--- src/srfc_pkg.sv ---
// Shared types and constants of the sensor response frame checker.
// Used by the channel interfaces and by every module of the block; depends on nothing.
package srfc_pkg;

   localparam int FRAME_LENGTH = 11;
   localparam int INDEX_WIDTH = 4;
   localparam int SUM_LAST = 8;
   localparam int CHECK_POS = 9;
   localparam int END_POS = 10;

   localparam logic [7:0] START_MARK = 8'hAA;
   localparam logic [7:0] END_MARK = 8'h55;
   localparam logic [15:0] TIMEOUT_RESET = 16'd100;
   localparam logic [15:0] TICKS_MAX = 16'hFFFF;

   typedef enum logic [1:0] {
      OP_RX_BYTE = 2'd0,
      OP_TICK = 2'd1,
      OP_REQUEST = 2'd2
   } op_type;

   typedef enum logic [1:0] {
      STATUS_OK = 2'd0,
      STATUS_CHECKSUM = 2'd1,
      STATUS_MARKS = 2'd2
   } status_type;

   typedef logic [FRAME_LENGTH-1:0][7:0] frame_type;

   typedef struct packed {
      frame_type frame;
      logic marks_ok;
      logic power;
   } job_type;

   typedef struct packed {
      logic push_valid;
      logic push_ready;
   } queue_ctl_type;

endpackage

--- src/srfc_req_if.sv ---
// Request channel interface: operation and received byte with valid/ready.
// Depends on srfc_pkg for nothing but the shared naming; carries plain field widths.
interface srfc_req_if import srfc_pkg::*; ();
   logic valid;
   logic ready;
   logic [1:0] operation;
   logic [7:0] rx_byte;

   modport source (output valid, output operation, output rx_byte, input ready);
   modport sink (input valid, input operation, input rx_byte, output ready);
endinterface

--- src/srfc_rsp_if.sv ---
// Response channel interface: one evaluated frame per beat with valid/ready.
// Depends on srfc_pkg.
interface srfc_rsp_if import srfc_pkg::*; ();
   logic valid;
   logic ready;
   logic [1:0] status;
   logic [15:0] first_value;
   logic [15:0] second_value;
   logic [7:0] temperature;
   logic [7:0] computed_checksum;
   logic sensor_power;

   modport source (output valid, output status, output first_value, output second_value,
                   output temperature, output computed_checksum, output sensor_power,
                   input ready);
   modport sink (input valid, input status, input first_value, input second_value,
                 input temperature, input computed_checksum, input sensor_power,
                 output ready);
endinterface

--- src/srfc_csr_if.sv ---
// Configuration write channel interface: timeout register write data with valid/ready.
// Depends on srfc_pkg.
interface srfc_csr_if import srfc_pkg::*; ();
   logic valid;
   logic ready;
   logic [15:0] wr_data;

   modport source (output valid, output wr_data, input ready);
   modport sink (input valid, input wr_data, output ready);
endinterface

--- src/sensor_response_frame_checker_core.sv ---
// Top level of the sensor response frame checker: front end, frame queue and back end.
// Depends on srfc_pkg, the three channel interfaces, srfc_front, srfc_queue and srfc_back.

// The block takes one request beat per cycle (received byte, tick or new request) and
// returns one response beat for each frame that ends on an end mark, a full buffer or a
// timeout. The front end writes a finished frame into the queue, and the back end
// sums bytes 0 to 8 in an adder tree and registers the result. The request side
// stalls only when the queue of QUEUE_DEPTH finished frames is full because the
// response side is not taking beats. The timeout register is written through the
// configuration channel, which never stalls, and no clearing pass is needed after
// reset.
module sensor_response_frame_checker_core import srfc_pkg::*; #(
   parameter int QUEUE_DEPTH = 2
) (
   input logic clock,
   input logic reset,
   srfc_req_if.sink req_bus,
   srfc_rsp_if.source rsp_bus,
   srfc_csr_if.sink csr_bus
);

   queue_ctl_type push_ctl;
   logic push_ready;
   job_type push_job;
   logic pop_valid;
   logic pop_ready;
   job_type pop_job;

   srfc_front u_front (
      .clock(clock),
      .reset(reset),
      .req_bus(req_bus),
      .csr_bus(csr_bus),
      .push_ctl_out(push_ctl),
      .push_ready(push_ready),
      .push_job(push_job)
   );

   srfc_queue #(.DEPTH(QUEUE_DEPTH)) u_queue (
      .clock(clock),
      .reset(reset),
      .push_valid(push_ctl.push_valid),
      .push_ready(push_ready),
      .push_job(push_job),
      .pop_valid(pop_valid),
      .pop_ready(pop_ready),
      .pop_job(pop_job)
   );

   srfc_back u_back (
      .clock(clock),
      .reset(reset),
      .pop_valid(pop_valid),
      .pop_ready(pop_ready),
      .pop_job(pop_job),
      .rsp_bus(rsp_bus)
   );

   assert property (@(posedge clock) disable iff (reset)
      push_ctl.push_valid |-> (push_ctl.push_ready && req_bus.valid))
      else $error("Frame pushed without an accepted request beat.");

   assert property (@(posedge clock) disable iff (reset)
      (rsp_bus.valid && (rsp_bus.status != STATUS_OK)) |->
      ((rsp_bus.first_value == '0) && (rsp_bus.second_value == '0)
       && (rsp_bus.temperature == '0)))
      else $error("Values reported for a frame that failed its checks.");

   assert property (@(posedge clock) disable iff (reset)
      (rsp_bus.valid && (rsp_bus.status == STATUS_MARKS)) |-> !rsp_bus.sensor_power)
      else $error("Sensor power kept on after a frame without marks.");

   assert property (@(posedge clock) disable iff (reset)
      (pop_valid && pop_ready) |=> rsp_bus.valid)
      else $error("Frame taken from the queue but no response beat followed.");

endmodule

--- src/srfc_front.sv ---
// Front end: accepts request beats, collects the frame, counts ticks and detects frame end.
// Depends on srfc_pkg, srfc_req_if and srfc_csr_if; pushes finished frames to srfc_queue.
module srfc_front import srfc_pkg::*; (
   input logic clock,
   input logic reset,
   srfc_req_if.sink req_bus,
   srfc_csr_if.sink csr_bus,
   output queue_ctl_type push_ctl_out,
   input logic push_ready,
   output job_type push_job
);

   frame_type frame_ff, frame_in;
   logic [INDEX_WIDTH-1:0] index_ff, index_in;
   logic awaiting_ff, awaiting_in;
   logic [15:0] ticks_ff, ticks_in;
   logic power_ff, power_in;
   logic [15:0] timeout_ff;

   logic accept;
   logic finish;
   logic marks_ok;
   logic [INDEX_WIDTH-1:0] index_eff;
   logic [INDEX_WIDTH-1:0] index_next;

   assign req_bus.ready = push_ready;
   assign csr_bus.ready = 1'b1;
   assign accept = req_bus.valid && push_ready;

   always_comb begin
      frame_in = frame_ff;
      index_in = index_ff;
      awaiting_in = awaiting_ff;
      ticks_in = ticks_ff;
      power_in = power_ff;
      finish = 1'b0;
      index_eff = (req_bus.rx_byte == START_MARK) ? '0 : index_ff;
      index_next = index_eff + 1'b1;
      if (accept) begin
         case (op_type'(req_bus.operation))
            OP_REQUEST: begin
               frame_in = '0;
               index_in = '0;
               ticks_in = '0;
               awaiting_in = 1'b1;
               power_in = 1'b1;
            end
            OP_RX_BYTE: begin
               if (awaiting_ff) begin
                  for (int k = 0; k < FRAME_LENGTH; k++) begin
                     if (index_eff == INDEX_WIDTH'(k)) begin
                        frame_in[k] = req_bus.rx_byte;
                     end
                  end
                  index_in = index_next;
                  finish = (index_next >= INDEX_WIDTH'(FRAME_LENGTH))
                           || (req_bus.rx_byte == END_MARK);
               end
            end
            OP_TICK: begin
               if (awaiting_ff) begin
                  if (ticks_ff != TICKS_MAX) begin
                     ticks_in = ticks_ff + 16'd1;
                  end
                  finish = ticks_in > timeout_ff;
               end
            end
            default: begin
            end
         endcase
      end
      marks_ok = (frame_in[0] == START_MARK) && (frame_in[END_POS] == END_MARK);
      if (finish) begin
         awaiting_in = 1'b0;
         if (!marks_ok) begin
            power_in = 1'b0;
         end
      end
   end

   assign push_ctl_out.push_valid = finish;
   assign push_ctl_out.push_ready = push_ready;
   assign push_job.frame = frame_in;
   assign push_job.marks_ok = marks_ok;
   assign push_job.power = power_ff;

   always_ff @(posedge clock) begin
      frame_ff <= frame_in;
      if (reset) begin
         awaiting_ff <= 1'b0;
         power_ff <= 1'b1;
         timeout_ff <= TIMEOUT_RESET;
         index_ff <= '0;
         ticks_ff <= '0;
      end else begin
         awaiting_ff <= awaiting_in;
         power_ff <= power_in;
         index_ff <= index_in;
         ticks_ff <= ticks_in;
         if (csr_bus.valid) begin
            timeout_ff <= csr_bus.wr_data;
         end
      end
   end

endmodule

--- src/srfc_queue.sv ---
// Short first-in first-out queue of finished frames between the front and back ends.
// Depends on srfc_pkg for the frame record type.
module srfc_queue import srfc_pkg::*; #(
   parameter int DEPTH = 2
) (
   input logic clock,
   input logic reset,
   input logic push_valid,
   output logic push_ready,
   input job_type push_job,
   output logic pop_valid,
   input logic pop_ready,
   output job_type pop_job
);

   localparam int PTR_WIDTH = (DEPTH > 1) ? $clog2(DEPTH) : 1;
   localparam int COUNT_WIDTH = $clog2(DEPTH + 1);

   job_type entries_ff [DEPTH];
   logic [PTR_WIDTH-1:0] wr_ptr_ff, wr_ptr_in;
   logic [PTR_WIDTH-1:0] rd_ptr_ff, rd_ptr_in;
   logic [COUNT_WIDTH-1:0] count_ff, count_in;
   logic do_push, do_pop;

   assign push_ready = count_ff != COUNT_WIDTH'(DEPTH);
   assign pop_valid = count_ff != '0;
   assign pop_job = entries_ff[rd_ptr_ff];
   assign do_push = push_valid && push_ready;
   assign do_pop = pop_valid && pop_ready;

   always_comb begin
      wr_ptr_in = wr_ptr_ff;
      rd_ptr_in = rd_ptr_ff;
      count_in = count_ff;
      if (do_push) begin
         wr_ptr_in = (wr_ptr_ff == PTR_WIDTH'(DEPTH - 1)) ? '0 : wr_ptr_ff + 1'b1;
      end
      if (do_pop) begin
         rd_ptr_in = (rd_ptr_ff == PTR_WIDTH'(DEPTH - 1)) ? '0 : rd_ptr_ff + 1'b1;
      end
      if (do_push && !do_pop) begin
         count_in = count_ff + 1'b1;
      end else if (do_pop && !do_push) begin
         count_in = count_ff - 1'b1;
      end
   end

   always_ff @(posedge clock) begin
      if (do_push) begin
         entries_ff[wr_ptr_ff] <= push_job;
      end
      if (reset) begin
         wr_ptr_ff <= '0;
         rd_ptr_ff <= '0;
         count_ff <= '0;
      end else begin
         wr_ptr_ff <= wr_ptr_in;
         rd_ptr_ff <= rd_ptr_in;
         count_ff <= count_in;
      end
   end

endmodule

--- src/srfc_back.sv ---
// Back end: computes the checksum and status of a queued frame into the response register.
// Depends on srfc_pkg and srfc_rsp_if; pops frames from srfc_queue.
module srfc_back import srfc_pkg::*; (
   input logic clock,
   input logic reset,
   input logic pop_valid,
   output logic pop_ready,
   input job_type pop_job,
   srfc_rsp_if.source rsp_bus
);

   logic valid_ff;
   logic [1:0] status_ff;
   logic [15:0] first_ff, second_ff;
   logic [7:0] temp_ff, check_ff;
   logic power_ff;

   logic [7:0] sum01, sum23, sum45, sum67, sum03, sum47, sum_all;
   logic [7:0] check;
   status_type status;
   logic take;

   assign sum01 = pop_job.frame[0] + pop_job.frame[1];
   assign sum23 = pop_job.frame[2] + pop_job.frame[3];
   assign sum45 = pop_job.frame[4] + pop_job.frame[5];
   assign sum67 = pop_job.frame[6] + pop_job.frame[7];
   assign sum03 = sum01 + sum23;
   assign sum47 = sum45 + sum67;
   assign sum_all = sum03 + sum47 + pop_job.frame[SUM_LAST];
   assign check = 8'd0 - sum_all;

   always_comb begin
      if (!pop_job.marks_ok) begin
         status = STATUS_MARKS;
      end else if (check != pop_job.frame[CHECK_POS]) begin
         status = STATUS_CHECKSUM;
      end else begin
         status = STATUS_OK;
      end
   end

   assign pop_ready = !valid_ff || rsp_bus.ready;
   assign take = pop_valid && pop_ready;

   always_ff @(posedge clock) begin
      if (take) begin
         status_ff <= status;
         check_ff <= check;
         power_ff <= pop_job.power && pop_job.marks_ok;
         if (status == STATUS_OK) begin
            first_ff <= {pop_job.frame[4], pop_job.frame[5]};
            second_ff <= {pop_job.frame[6], pop_job.frame[7]};
            temp_ff <= pop_job.frame[SUM_LAST];
         end else begin
            first_ff <= '0;
            second_ff <= '0;
            temp_ff <= '0;
         end
      end
      if (reset) begin
         valid_ff <= 1'b0;
      end else if (pop_ready) begin
         valid_ff <= pop_valid;
      end
   end

   assign rsp_bus.valid = valid_ff;
   assign rsp_bus.status = status_ff;
   assign rsp_bus.first_value = first_ff;
   assign rsp_bus.second_value = second_ff;
   assign rsp_bus.temperature = temp_ff;
   assign rsp_bus.computed_checksum = check_ff;
   assign rsp_bus.sensor_power = power_ff;

endmodule
--- src/flat_wrapper.sv ---
// flat-port wrapper written by rule: the top's interface ports become plain ports
module sensor_response_frame_checker_core_flat import srfc_pkg::*;
#(
   parameter int QUEUE_DEPTH = 2
)
  (clock, reset, req_bus_valid, req_bus_operation, req_bus_rx_byte, req_bus_ready, rsp_bus_valid, rsp_bus_status, rsp_bus_first_value, rsp_bus_second_value, rsp_bus_temperature, rsp_bus_computed_checksum, rsp_bus_sensor_power, rsp_bus_ready, csr_bus_valid, csr_bus_wr_data, csr_bus_ready);
  srfc_req_if req_bus_i ();
  srfc_rsp_if rsp_bus_i ();
  srfc_csr_if csr_bus_i ();
  input logic clock;
  input logic reset;
  input wire logic [$bits(req_bus_i.valid)-1:0] req_bus_valid;
  input wire logic [$bits(req_bus_i.operation)-1:0] req_bus_operation;
  input wire logic [$bits(req_bus_i.rx_byte)-1:0] req_bus_rx_byte;
  output wire logic [$bits(req_bus_i.ready)-1:0] req_bus_ready;
  output wire logic [$bits(rsp_bus_i.valid)-1:0] rsp_bus_valid;
  output wire logic [$bits(rsp_bus_i.status)-1:0] rsp_bus_status;
  output wire logic [$bits(rsp_bus_i.first_value)-1:0] rsp_bus_first_value;
  output wire logic [$bits(rsp_bus_i.second_value)-1:0] rsp_bus_second_value;
  output wire logic [$bits(rsp_bus_i.temperature)-1:0] rsp_bus_temperature;
  output wire logic [$bits(rsp_bus_i.computed_checksum)-1:0] rsp_bus_computed_checksum;
  output wire logic [$bits(rsp_bus_i.sensor_power)-1:0] rsp_bus_sensor_power;
  input wire logic [$bits(rsp_bus_i.ready)-1:0] rsp_bus_ready;
  input wire logic [$bits(csr_bus_i.valid)-1:0] csr_bus_valid;
  input wire logic [$bits(csr_bus_i.wr_data)-1:0] csr_bus_wr_data;
  output wire logic [$bits(csr_bus_i.ready)-1:0] csr_bus_ready;
  assign req_bus_i.valid = req_bus_valid;
  assign req_bus_i.operation = req_bus_operation;
  assign req_bus_i.rx_byte = req_bus_rx_byte;
  assign req_bus_ready = req_bus_i.ready;
  assign rsp_bus_valid = rsp_bus_i.valid;
  assign rsp_bus_status = rsp_bus_i.status;
  assign rsp_bus_first_value = rsp_bus_i.first_value;
  assign rsp_bus_second_value = rsp_bus_i.second_value;
  assign rsp_bus_temperature = rsp_bus_i.temperature;
  assign rsp_bus_computed_checksum = rsp_bus_i.computed_checksum;
  assign rsp_bus_sensor_power = rsp_bus_i.sensor_power;
  assign rsp_bus_i.ready = rsp_bus_ready;
  assign csr_bus_i.valid = csr_bus_valid;
  assign csr_bus_i.wr_data = csr_bus_wr_data;
  assign csr_bus_ready = csr_bus_i.ready;
  sensor_response_frame_checker_core #(.QUEUE_DEPTH(QUEUE_DEPTH)) u_core (.clock(clock), .reset(reset), .req_bus(req_bus_i), .rsp_bus(rsp_bus_i), .csr_bus(csr_bus_i));
endmodule
--- config.mk ---
export PLATFORM = sky130hd
export DESIGN_NAME = sensor_response_frame_checker_core_flat
export DESIGN_NICKNAME = d
export VERILOG_FILES = /design/src/srfc_pkg.sv /design/src/srfc_req_if.sv /design/src/srfc_rsp_if.sv /design/src/srfc_csr_if.sv /design/src/sensor_response_frame_checker_core.sv /design/src/srfc_front.sv /design/src/srfc_queue.sv /design/src/srfc_back.sv /design/src/flat_wrapper.sv
export SDC_FILE = /design/constraint.sdc
export NUM_CORES = 1
export LEC_CHECK = 0
export BUFFER_PORTS_ARGS = -buffer_cell sky130_fd_sc_hd__buf_2
export CAP_MARGIN = 20
export CORE_UTILIZATION = 35
export CTS_CLUSTER_DIAMETER = 50
export DETAILED_ROUTE_END_ITERATION = 8
export GPL_ROUTABILITY_DRIVEN = 1
export GPL_TIMING_DRIVEN = 0
export PLACE_DENSITY = 0.58
export SLEW_MARGIN = 40
export SYNTH_ARGS = -nofsm -noshare
export SYNTH_HDL_FRONTEND = slang
export SYNTH_SLANG_ARGS = --single-unit
--- constraint.sdc ---
create_clock -name clock -period 7.55 [get_ports clock]
set_clock_uncertainty 0.05 [all_clocks]
set_input_delay 0 -clock clock [delete_from_list [all_inputs] [get_ports clock]]
set_output_delay 0 -clock clock [all_outputs]
set_load 0.05 [all_outputs]
# --- After elaboration in Yosys (flattened, before gate mapping) ---
# Memory sizes are Yosys's and may differ from the RTL's. A register that Yosys moved wholly into a read port is not among the register bits.
# Cells that the tools add are included.
op_classes:
  n_mux: 41
  add_sub_neg: 15
  order_cmp: 2
  n_reduce_logical: 23
  n_eq_ne: 21
ops:
  columns: ["cell", "n"]
  rows:
  - ["$mux W88", 2]
  - ["$pmux W88 S2", 1]
  - ["$mux W8", 11]
  - ["$mux W16", 5]
  - ["$add A8 B8 Y8", 8]
  - ["$pmux W16 S2", 1]
  - ["$add A16 B1 Y16 const B", 1]
  - ["$eq A4 B3 Y1 const B", 4]
  - ["$eq A8 B7 Y1 const B", 2]
  - ["$eq A8 B8 Y1 const B", 2]
  - ["$gt A16 B16 Y1", 1]
  - ["$ne A16 B16 Y1 const B", 1]
  - ["$mux W1", 14]
  - ["$eq A4 B4 Y1 const B", 3]
  - ["$eq A4 B2 Y1 const B", 2]
  - ["$mux W4", 2]
  - ["$ne A8 B8 Y1", 1]
  - ["$pmux W4 S2", 1]
  - ["$reduce_bool A2 Y1", 4]
  - ["$sub A1 B8 Y8 const A", 1]
  - ["$logic_and A1 B1 Y1", 7]
  - ["$mux W2", 3]
  - ["$ne A2 B2 Y1 const B", 3]
  - ["$reduce_and A3 Y1", 2]
  - ["other kinds (15)", 20]
totals:
  inputBits: 31
  out_inout_bits: 54
  wordCells: 129
  ram_bits: 180
  n_memories: 1
  ff_bits: 182
memory_table:
  columns: ["name", "words", "width", "rd", "rd_ports_with_merged_regs", "write_ports", "line_no", "text"]
  rows:
  - ["u_core.u_queue.entries_ff", 2, 90, 1, 1, 1, "srfc_queue.sv:19", "job_type entries_ff [DEPTH];"]

# --- Depth between registers and ports, before layout ---
# Gate-level depths: netlist (run 1).
depth:
  depth_word: 14
  depth_mapped: 24
  mapped_depth_nobuf: 19

# --- By module ---
# From an unflattened synthesis (run 1), not the netlist that was laid out.
hier_totals:
  hier_cells: 1177
  area_unflattened_um2: 16067.9
by_module_without_submodules:
  columns: ["mod", "area_per_inst_um2", "seq_area_each_um2", "cells_per_inst", "instances"]
  rows:
  - ["srfc_queue", 6713.9, 5505.3, 304, 1]
  - ["srfc_front", 5654.2, 2522.4, 587, 1]
  - ["srfc_back", 3699.8, 1551.5, 286, 1]

# --- Least setup slack after synthesis (run 1) ---
# Ideal clock, no wire load.
synth_path:
  kind: "reg2reg"
  from: "reg u_core.u_front.ticks_ff[3]"
  to: "mem u_core.u_queue.entries_ff[0][0] (netlist name), enable pin"
  stages_incl_launch_ff: 14
  setup_ns: 0.533
  period_less_slack_ns: 7.103
  setup_slack_ns: 0.447
  n_path_buf: 0
  arrival_ns: 6.520
  required_ns: 6.967
  cell_sequence: "dfxtp_1 -> and4_1 -> nand4_1 -> nor3_1 -> nand3_1 -> mux2_2 -> ha_1 -> nor2b_1 -> o21a_1 -> o21a_1 -> o21ai_0 -> a21oi_1 -> o21ba_2 -> nor2b_1"
synth_via:
  elab_chain_cells: 12
  elab_cells_between_ends: 13
  cone_classes: "add/sub (1); order compare (1); eq/ne (1); mux (9); reduce/logical (1)"
synth_lines:
  columns: ["item", "line_no", "text"]
  rows:
  - ["start: declaration", "srfc_front.sv:16", "logic [15:0] ticks_ff, ticks_in;"]
  - ["start signal: assignment", "srfc_front.sv:99", "ticks_ff <= ticks_in;"]
  - ["$add A16 B1 Y16 or $ne A16 B16 Y1 (tied branches)", "srfc_front.sv:63, srfc_front.sv:62", null]
  - ["$mux W16 *", "srfc_front.sv:62", "if (ticks_ff != TICKS_MAX) begin"]
  - ["$mux W16 *", "srfc_front.sv:61", "if (awaiting_ff) begin"]
  - ["$mux W16 *", "srfc_front.sv:40", "case (op_type'(req_bus.operation))"]
  - ["$mux W16 *", "srfc_front.sv:39", "if (accept) begin"]
  - ["$gt A16 B16 Y1 *", "srfc_front.sv:65", "finish = ticks_in > timeout_ff;"]
  - ["$mux W1 *", "srfc_front.sv:61", null]
  - ["$pmux W1 S2 *", "srfc_front.sv:40", null]
  - ["$mux W1 *", "srfc_front.sv:39", null]
  - ["$logic_and A1 B1 Y1 *", "srfc_queue.sv:28", "assign do_push = push_valid && push_ready;"]
  - ["named net u_core.u_queue.do_push", "srfc_queue.sv:23", "logic do_push, do_pop;"]
  - ["$mux W1 *", "srfc_queue.sv:49", "if (do_push) begin"]
  - ["$mux W1 (not written as such) *", "srfc_queue.sv:50", "entries_ff[wr_ptr_ff] <= push_job;"]
  - ["end: declaration", "srfc_queue.sv:19", null]
# Mark *: on every way through the listed nets, which the timed path passes. The rest lies on a longest branch. The select of a mux whose other input is x is not followed.

==> results.ini, run 1 <==
[outcome]
outcome = complete, no violations

[cells_and_area]
syn2layout_area_growth_pct = 20.9
fin_nets = 1377
final_common_cell = edfxtp_1
multi_input_area_um2 = 5310
regArea_um2 = 9100
antenna_cells = 0
final_cell_mix = 215 x edfxtp_1, 132 x dfxtp_1, 97 x nor2_1, 92 x buf_2, 84 x a22o_1
fillers = 3775
layout-drive-gt1-share_pct = 17.0

[clock_network]
cts-buffers-inserted = 42
cts_max_level = 2
clock_latency_ps = 550
clock_path_buffers = 3
clock-sinks = 347
postCtsSetupRepairBufs = 0
root_buffer = clkbuf_16
clk_pin_slew_ps = 60
cts_tree = yes

[drt]
drtAntennaViolNets = 0
routed_wl_um = 34100
wl_per_cell_um = 18.6
firstDrtPassIters = 4
drtIter0Drc = 626
num_vias = 8992
vias_per_cell = 4.91
drc_errors = 0

[sta]
final_hold_viol_count = 0
maxSlewViolCount = 0
rsz0062_at_grt = no
tightestPinTransition_ps = 880
setup_viol = 0
period_share_pct = 95.8
setup_tns_ps = 0
period_needed_ps = 7230
max_slew_margin_pct = 41.1
fmax_mhz = 138

[worst_hold_path]
hold-path-cell-count = 3
hp-class = in -> reg
holdPathEnd = u_core.u_front.timeout_ff[7]
min_from = csr_bus_valid

[logic_synthesis]
ys.flop_type = edfxtp_1
synthCells = 1092
synth_fp_nets = 1204
syn_avg_cell_area_um2 = 13.6
ys_seq_area_share_pct = 61.5
ys_types = 65
synth-edff-count = 215
yosysWarnings = 0
ys_ff_latch = 347
synth_area_um2 = 14800
async_flop_share_pct = 0

[floorplanning]
design.core.area_um2 = 41300
die_x_um = 208
dieArea_um2 = 43100
chipHeight_um = 208
initial_core_util_pct = 35.8
row_count = 74
ios = 85

[global_route]
antenna_found_initial = 0
grt_pass1_wl_um = 52600
grt_max_degree = 47
grt.overflow.total = 0
grt.total_usage_pct = 15.9
grt_pass1_vias = 8971

[worst_setup_path]
startpoint_type = flop
crit_path_end_kind = flop
crit_fanout = 19
cp_data_arrival_time_ps = 7540
cp.required_ps = 7860
path_class = reg -> reg
ff2ff_setup_slack_ps = 320
reg2reg_depth = 22
worst_r2r_endpoint = u_core.u_back.rsp_bus.temperature[5]

[place]
io_buffers = 81
globalplace.congestion = 0.821
hpwl_um = 24000

[flow_run]
drv_cap = 0

==> worst max-delay path, stage by stage, from the launching register on <==
cell,delay (ps)
dfxtp_1,350
buf_2,330
buf_4,370
clkbuf_4,350
buf_2,370
mux2i_1,370
fa_1,470
fa_1,540
fa_1,410
fa_1,510
inv_1,50
fa_1,530
inv_1,50
ha_1,330
nand3_1,110
a21boi_0,90
o21a_1,170
nor2_1,180
xnor3_1,310
xor2_1,210
nand4b_1,270
buf_2,310
nor2b_1,270
==> how the worst max path moves through the flow <==
stage	startpoint	to	slack, ps	cells past startpoint
floorplan	u_core.u_front.ticks_ff[3]	u_core.u_queue.entries_ff[0][0]	450	13
global placement	u_core.u_front.ticks_ff[3]	u_core.u_queue.entries_ff[0][48]	-2570	14
detailed placement	flop	u_core.u_back.rsp_bus.temperature[5]	-700	23
CTS	flop	u_core.u_back.rsp_bus.temperature[5]	170	22
global route	flop	u_core.u_back.rsp_bus.first_value[13]	0.7	22
finish	flop	u_core.u_back.rsp_bus.temperature[5]	320	22
==> stage by stage <==
stage | worst slack (ps) | instances | utilization [%] | hold WS [ps] | cell area (um2)
2_1_floorplan | 447 | 1092 | - | 80.4 | 14800
3_3_place_gp | -2570 | 1705 | 38.4 | 178 | 15900
3_5_place_dp | -702 | 1713 | 38.9 | 183 | 16100
4_1_cts | 166 | 1830 | 43.3 | 4.45 | 17900
5_1_grt | 0.742 | 1830 | 43.3 | 76.6 | 17900
6_report | 320 | 1830 | 43.3 | 16.9 | 17900
==> cells in the mapped netlist (4+ instances only) <==
| cell | instances | share of area (%) |
|---|---|---|
| a21oi_1 | 19 | 0.64 |
| nor3_1 | 5 | 0.17 |
| xor2_1 | 25 | 1.5 |
| nand2_1 | 41 | 1.0 |
| nor2_1 | 100 | 2.5 |
| nor2b_1 | 23 | 0.97 |
| inv_1 | 63 | 1.6 |
| clkbuf_1 | 23 | 0.58 |
| nor3b_1 | 7 | 0.35 |
| buf_2 | 11 | 0.37 |
| o211ai_1 | 4 | 0.20 |
| mux2i_1 | 72 | 4.9 |
| and3_1 | 5 | 0.21 |
| o21ai_0 | 33 | 1.1 |
| fa_1 | 43 | 5.8 |
| mux2_2 | 25 | 1.9 |
| a31oi_1 | 6 | 0.25 |
| nand4b_1 | 5 | 0.30 |
| and2_1 | 4 | 0.17 |
| dfxtp_1 | 132 | 18 |
| a22o_1 | 84 | 5.0 |
| nand2b_1 | 6 | 0.25 |
| edfxtp_1 | 215 | 44 |
| a21o_1 | 7 | 0.35 |
| nand3_1 | 14 | 0.47 |
| ha_1 | 38 | 3.2 |
| and4_1 | 5 | 0.30 |
| xnor2_1 | 22 | 1.3 |
==> cell type report <==
type	count	share of cell area [%]
Clock inverter	19	1.22
Buffer	39	1.06
Sequential cell	347	50.8
Tap cell	532	3.72
Inverter	63	1.34
Multi-Input combinational cell	642	29.7
Timing Repair Buffer	130	5.45
Clock buffer	58	6.67
==> registers in the layout (all words and copies together), names as in the netlist, named ones only <==
| name | cells |
|---|---|
| u_core.u_front.power_ff | 1 |
| u_core.u_back.rsp_bus.second_value | 16 |
| u_core.u_queue.entries_ff | 164 |
| u_core.u_back.rsp_bus.valid | 1 |
| u_core.u_back.rsp_bus.status | 2 |
| u_core.u_back.rsp_bus.temperature | 8 |
| u_core.u_front.ticks_ff | 16 |
| u_core.u_back.rsp_bus.computed_checksum | 8 |
| u_core.u_front.frame_ff | 88 |
| u_core.u_front.index_ff | 4 |
| u_core.u_back.rsp_bus.first_value | 16 |
| u_core.u_queue.count_ff | 2 |
| u_core.u_back.rsp_bus.sensor_power | 1 |
| u_core.u_queue.wr_ptr_ff | 1 |
| u_core.u_front.timeout_ff | 16 |
| u_core.u_front.awaiting_ff | 1 |
| u_core.u_queue.rd_ptr_ff | 1 |
==> cells by family after synthesis <==
group,count (synthesis),synth area share [%]
AO/OA/AOI/OAI,181,9.09
XOR/XNOR,48,2.93
adder cells (fa/ha/maj),81,9.03
buffers and inverters,103,2.79
flip-flops,347,61.5
multiplexers,97,6.77
other,1,0.0253
AND/OR/NAND/NOR,234,7.90
==> routing by layer <==
| layer | share of wire (%) | wire, um | GRT usage [%] | vias up |
|---|---|---|---|---|
| met1 | 46 | 15800 | 21.7 | 4458 |
| met2 | 48 | 16200 | 25.8 | 165 |
| li1 | - | - | - | 4325 |
| met5 | 0 | 0 | 0 | - |
| met3 | 4.4 | 1490 | 3.04 | 44 |
| met4 | 1.6 | 553 | 4.70 | 0 |
==> timing repair <==
action,4_1_cts,5_1_grt
endpoints found under the hold margin,34,0
setup endpoints to repair,41,3
resized for setup,5,3
hold buffers,41,0
Power of run 1 is not shown: default switching activity piles up to over one toggle a cycle in this logic, so the estimate is an artifact.
==> run 2: changes to the inputs <==
--- a/config.mk
+++ b/config.mk
@@ -7,12 +7,14 @@
 export LEC_CHECK = 0
 export BUFFER_PORTS_ARGS = -buffer_cell sky130_fd_sc_hd__buf_2
 export CAP_MARGIN = 20
+export CORE_MARGIN = 5
 export CORE_UTILIZATION = 35
+export CTS_BUF_LIST = sky130_fd_sc_hd__clkbuf_8
 export CTS_CLUSTER_DIAMETER = 50
 export DETAILED_ROUTE_END_ITERATION = 8
 export GPL_ROUTABILITY_DRIVEN = 1
 export GPL_TIMING_DRIVEN = 0
-export PLACE_DENSITY = 0.58
+export PLACE_DENSITY = 0.56
 export SLEW_MARGIN = 40
 export SYNTH_ARGS = -nofsm -noshare
 export SYNTH_HDL_FRONTEND = slang
==> constraint.sdc (replaced) <==
create_clock -name clock -period 6.81 [get_ports clock]
set_clock_uncertainty 0.05 [all_clocks]
set_input_delay 0 -clock clock [delete_from_list [all_inputs] [get_ports clock]]
set_output_delay 0 -clock clock [all_outputs]
set_load 0.05 [all_outputs]
==> run 2 against run 1 <==
  * Non-clock buffer count grew 7
  * Via count increased by 3.0%
  * Final area up 0.14%
  * Sequential share of layout area is 0.071 points lower
  * Global-route usage decreased by 0.86 points
  * Utilization decreased by 0.52 points
  * Maximum frequency is 13% higher
  * Wire length rose by 4.2%
  * First-iteration DRC count decreased by 3.0%
  * Cell count increased by 2.6%
  * Die area is 7.9% higher
  * Flip-flop and latch count unchanged
  * Largest cell class unchanged
==> results.ini, run 2 (same netlist as run 1, synthesis figures left out) <==
[global_route]
grt.total_usage_pct = 15.1  ; -0.86 points
grt_busiest_layer = met2
grt_pass1_vias = 9415  ; +4.9%
grt_max_degree = 47  ; unchanged
grt.overflow.total = 0  ; unchanged
antenna_found_initial = 1  ; +1
grt_pass1_wl_um = 54500  ; +3.6%
met1_usage_pct = 20.4  ; -1.3 points
use_met3_pct = 3.35  ; +0.31 points
use_met2_pct = 24.5  ; -1.3 points

[worst_setup_path]
cp_data_arrival_time_ps = 6850  ; -690 ps
worst_r2r_endpoint = u_core.u_back.rsp_bus.second_value[2]
path_class = reg -> reg
ff2ff_setup_slack_ps = 390  ; +70 ps
startpoint_type = flop
cp.required_ps = 7240  ; -620 ps
reg2reg_depth = 22  ; unchanged
crit_path_end_kind = flop
crit_fanout = 28  ; +9

[clock_network]
clk_pin_slew_ps = 60  ; about the same
cts_tree = yes
cts-buffers-inserted = 58  ; +38%
cts_max_level = 2  ; unchanged
clock-sinks = 347  ; unchanged
clock_latency_ps = 660  ; +110 ps
root_buffer = clkbuf_8
clock_path_buffers = 3  ; unchanged

[worst_hold_path]
holdPathEnd = u_core.u_front.timeout_ff[14]
hp-class = in -> reg
hold-path-cell-count = 4  ; +1
min_from = csr_bus_wr_data[14]

[floorplanning]
chipHeight_um = 216  ; +3.9%
die_x_um = 216  ; +3.9%
ios = 85  ; unchanged
row_count = 75  ; +1.4%
dieArea_um2 = 46500  ; +7.9%
design.core.area_um2 = 41900  ; +1.4%
initial_core_util_pct = 35.4  ; -0.48 points

[place]
io_buffers = 81  ; unchanged
dp.cells = 1721  ; +0.47%
globalplace.congestion = 0.846  ; +3.1%
hpwl_um = 24500  ; +2.4%

[sta]
tightestPinTransition_ps = 869  ; -11.4 ps
period_needed_ps = 6420  ; -812 ps
rsz0062_at_grt = no
final_hold_viol_count = 0  ; unchanged
maxSlewViolCount = 0  ; unchanged
setup_viol = 0  ; unchanged
period_share_pct = 94.2  ; -1.5 points
fmax_mhz = 156  ; +13%
max_slew_margin_pct = 41.9  ; +0.76 points

[cells_and_area]
top_regs = u_core.u_queue.entries_ff (164), u_core.u_front.frame_ff (88)
fin_nets = 1400  ; +1.7%
layout-drive-gt1-share_pct = 18.9  ; +1.9 points
syn2layout_area_growth_pct = 21.0
final_cell_mix = 215 x edfxtp_1, 132 x dfxtp_1, 94 x nor2_1, 87 x buf_2, 87 x inv_1
final_common_cell = edfxtp_1
fin_cells = 1878  ; +2.6%
largest_reg_flops = 164  ; unchanged
top_register = u_core.u_queue.entries_ff

[flow_run]
drv_cap = 0  ; unchanged

[drt]
wl_per_cell_um = 18.9  ; +1.5%
routed_wl_um = 35500  ; +4.2%
firstDrtPassIters = 6  ; +2
drc_errors = 0  ; unchanged
drtIter0Drc = 607  ; -3.0%
num_vias = 9266  ; +3.0%
drtAntennaViolNets = 0  ; unchanged
vias_per_cell = 4.93  ; +0.41%

[outcome]
outcome = complete, no violations

## run 2: metrics by stage
stage	cell area, um2	TNS, ps	setup WS, ps	util, %	hold WS, ps
finish	17900	0	392	42.8	64.5
floorplan	14800	0	190	-	80.4
CTS	17900	0	4.13	42.7	14.1
detailed placement	16100	-62030	-1650	38.5	179
global route	17900	0	92.1	42.8	42.9
global placement	15900	-159620	-1600	38.0	169
## run 2: critical path: stages (launching register included)
cell and delay (ps):
dfxtp_1 380, buf_8 280, clkbuf_4 310, mux2_2 370, fa_1 550, inv_1 70, fa_1 460, fa_1 540
inv_1 50, fa_1 460, fa_1 530, inv_1 50, ha_1 350, nand3_1 120, a21boi_0 90, o21a_1 180
nor2_2 130, xnor3_2 290, xor2_1 210, nand4b_1 200, buf_4 210, buf_4 180, nor2_1 170
## run 2: worst max path at each step
stage,slack (ps),cells past startpoint,end
after floorplan,190,23,u_core.u_back.rsp_bus.first_value[15]
after global placement,-1600,23,u_core.u_back.rsp_bus.first_value[13]
after detailed placement,-1650,23,u_core.u_back.rsp_bus.temperature[5]
after CTS,4,24,u_core.u_back.rsp_bus.second_value[7]
after global routing,90,22,u_core.u_back.rsp_bus.second_value[2]
final,390,22,u_core.u_back.rsp_bus.second_value[2]
## run 2: cell type report
cell class / instances / area [um2]
inverter: 63 / 239
clock inverter: 44 / 328
clock buffer: 66 / 908
sequential: 347 / 9100
fill: 3935 / 23900
tap: 539 / 674
multi-input combinational: 642 / 5370
antenna: 1 / 2.50
buffer: 38 / 229
timing repair buffer: 138 / 1070
## run 2: repair_timing
item,in CTS,in global routing
cloned,0,0
gates resized for setup,22,16
hold buffers,46,0
buffers inserted,1,1
hold endpoints to repair,52,0
endpoints found under the setup margin,45,40
pin swaps,1,1
## run 2: metal layers
layer,vias to the layer above,wire length (um)
met5,-,0
met4,0,684
met3,55,2060
met2,233,16800
met1,4604,16000
li1,4374,-
Power of run 2 is left out for the same reason.
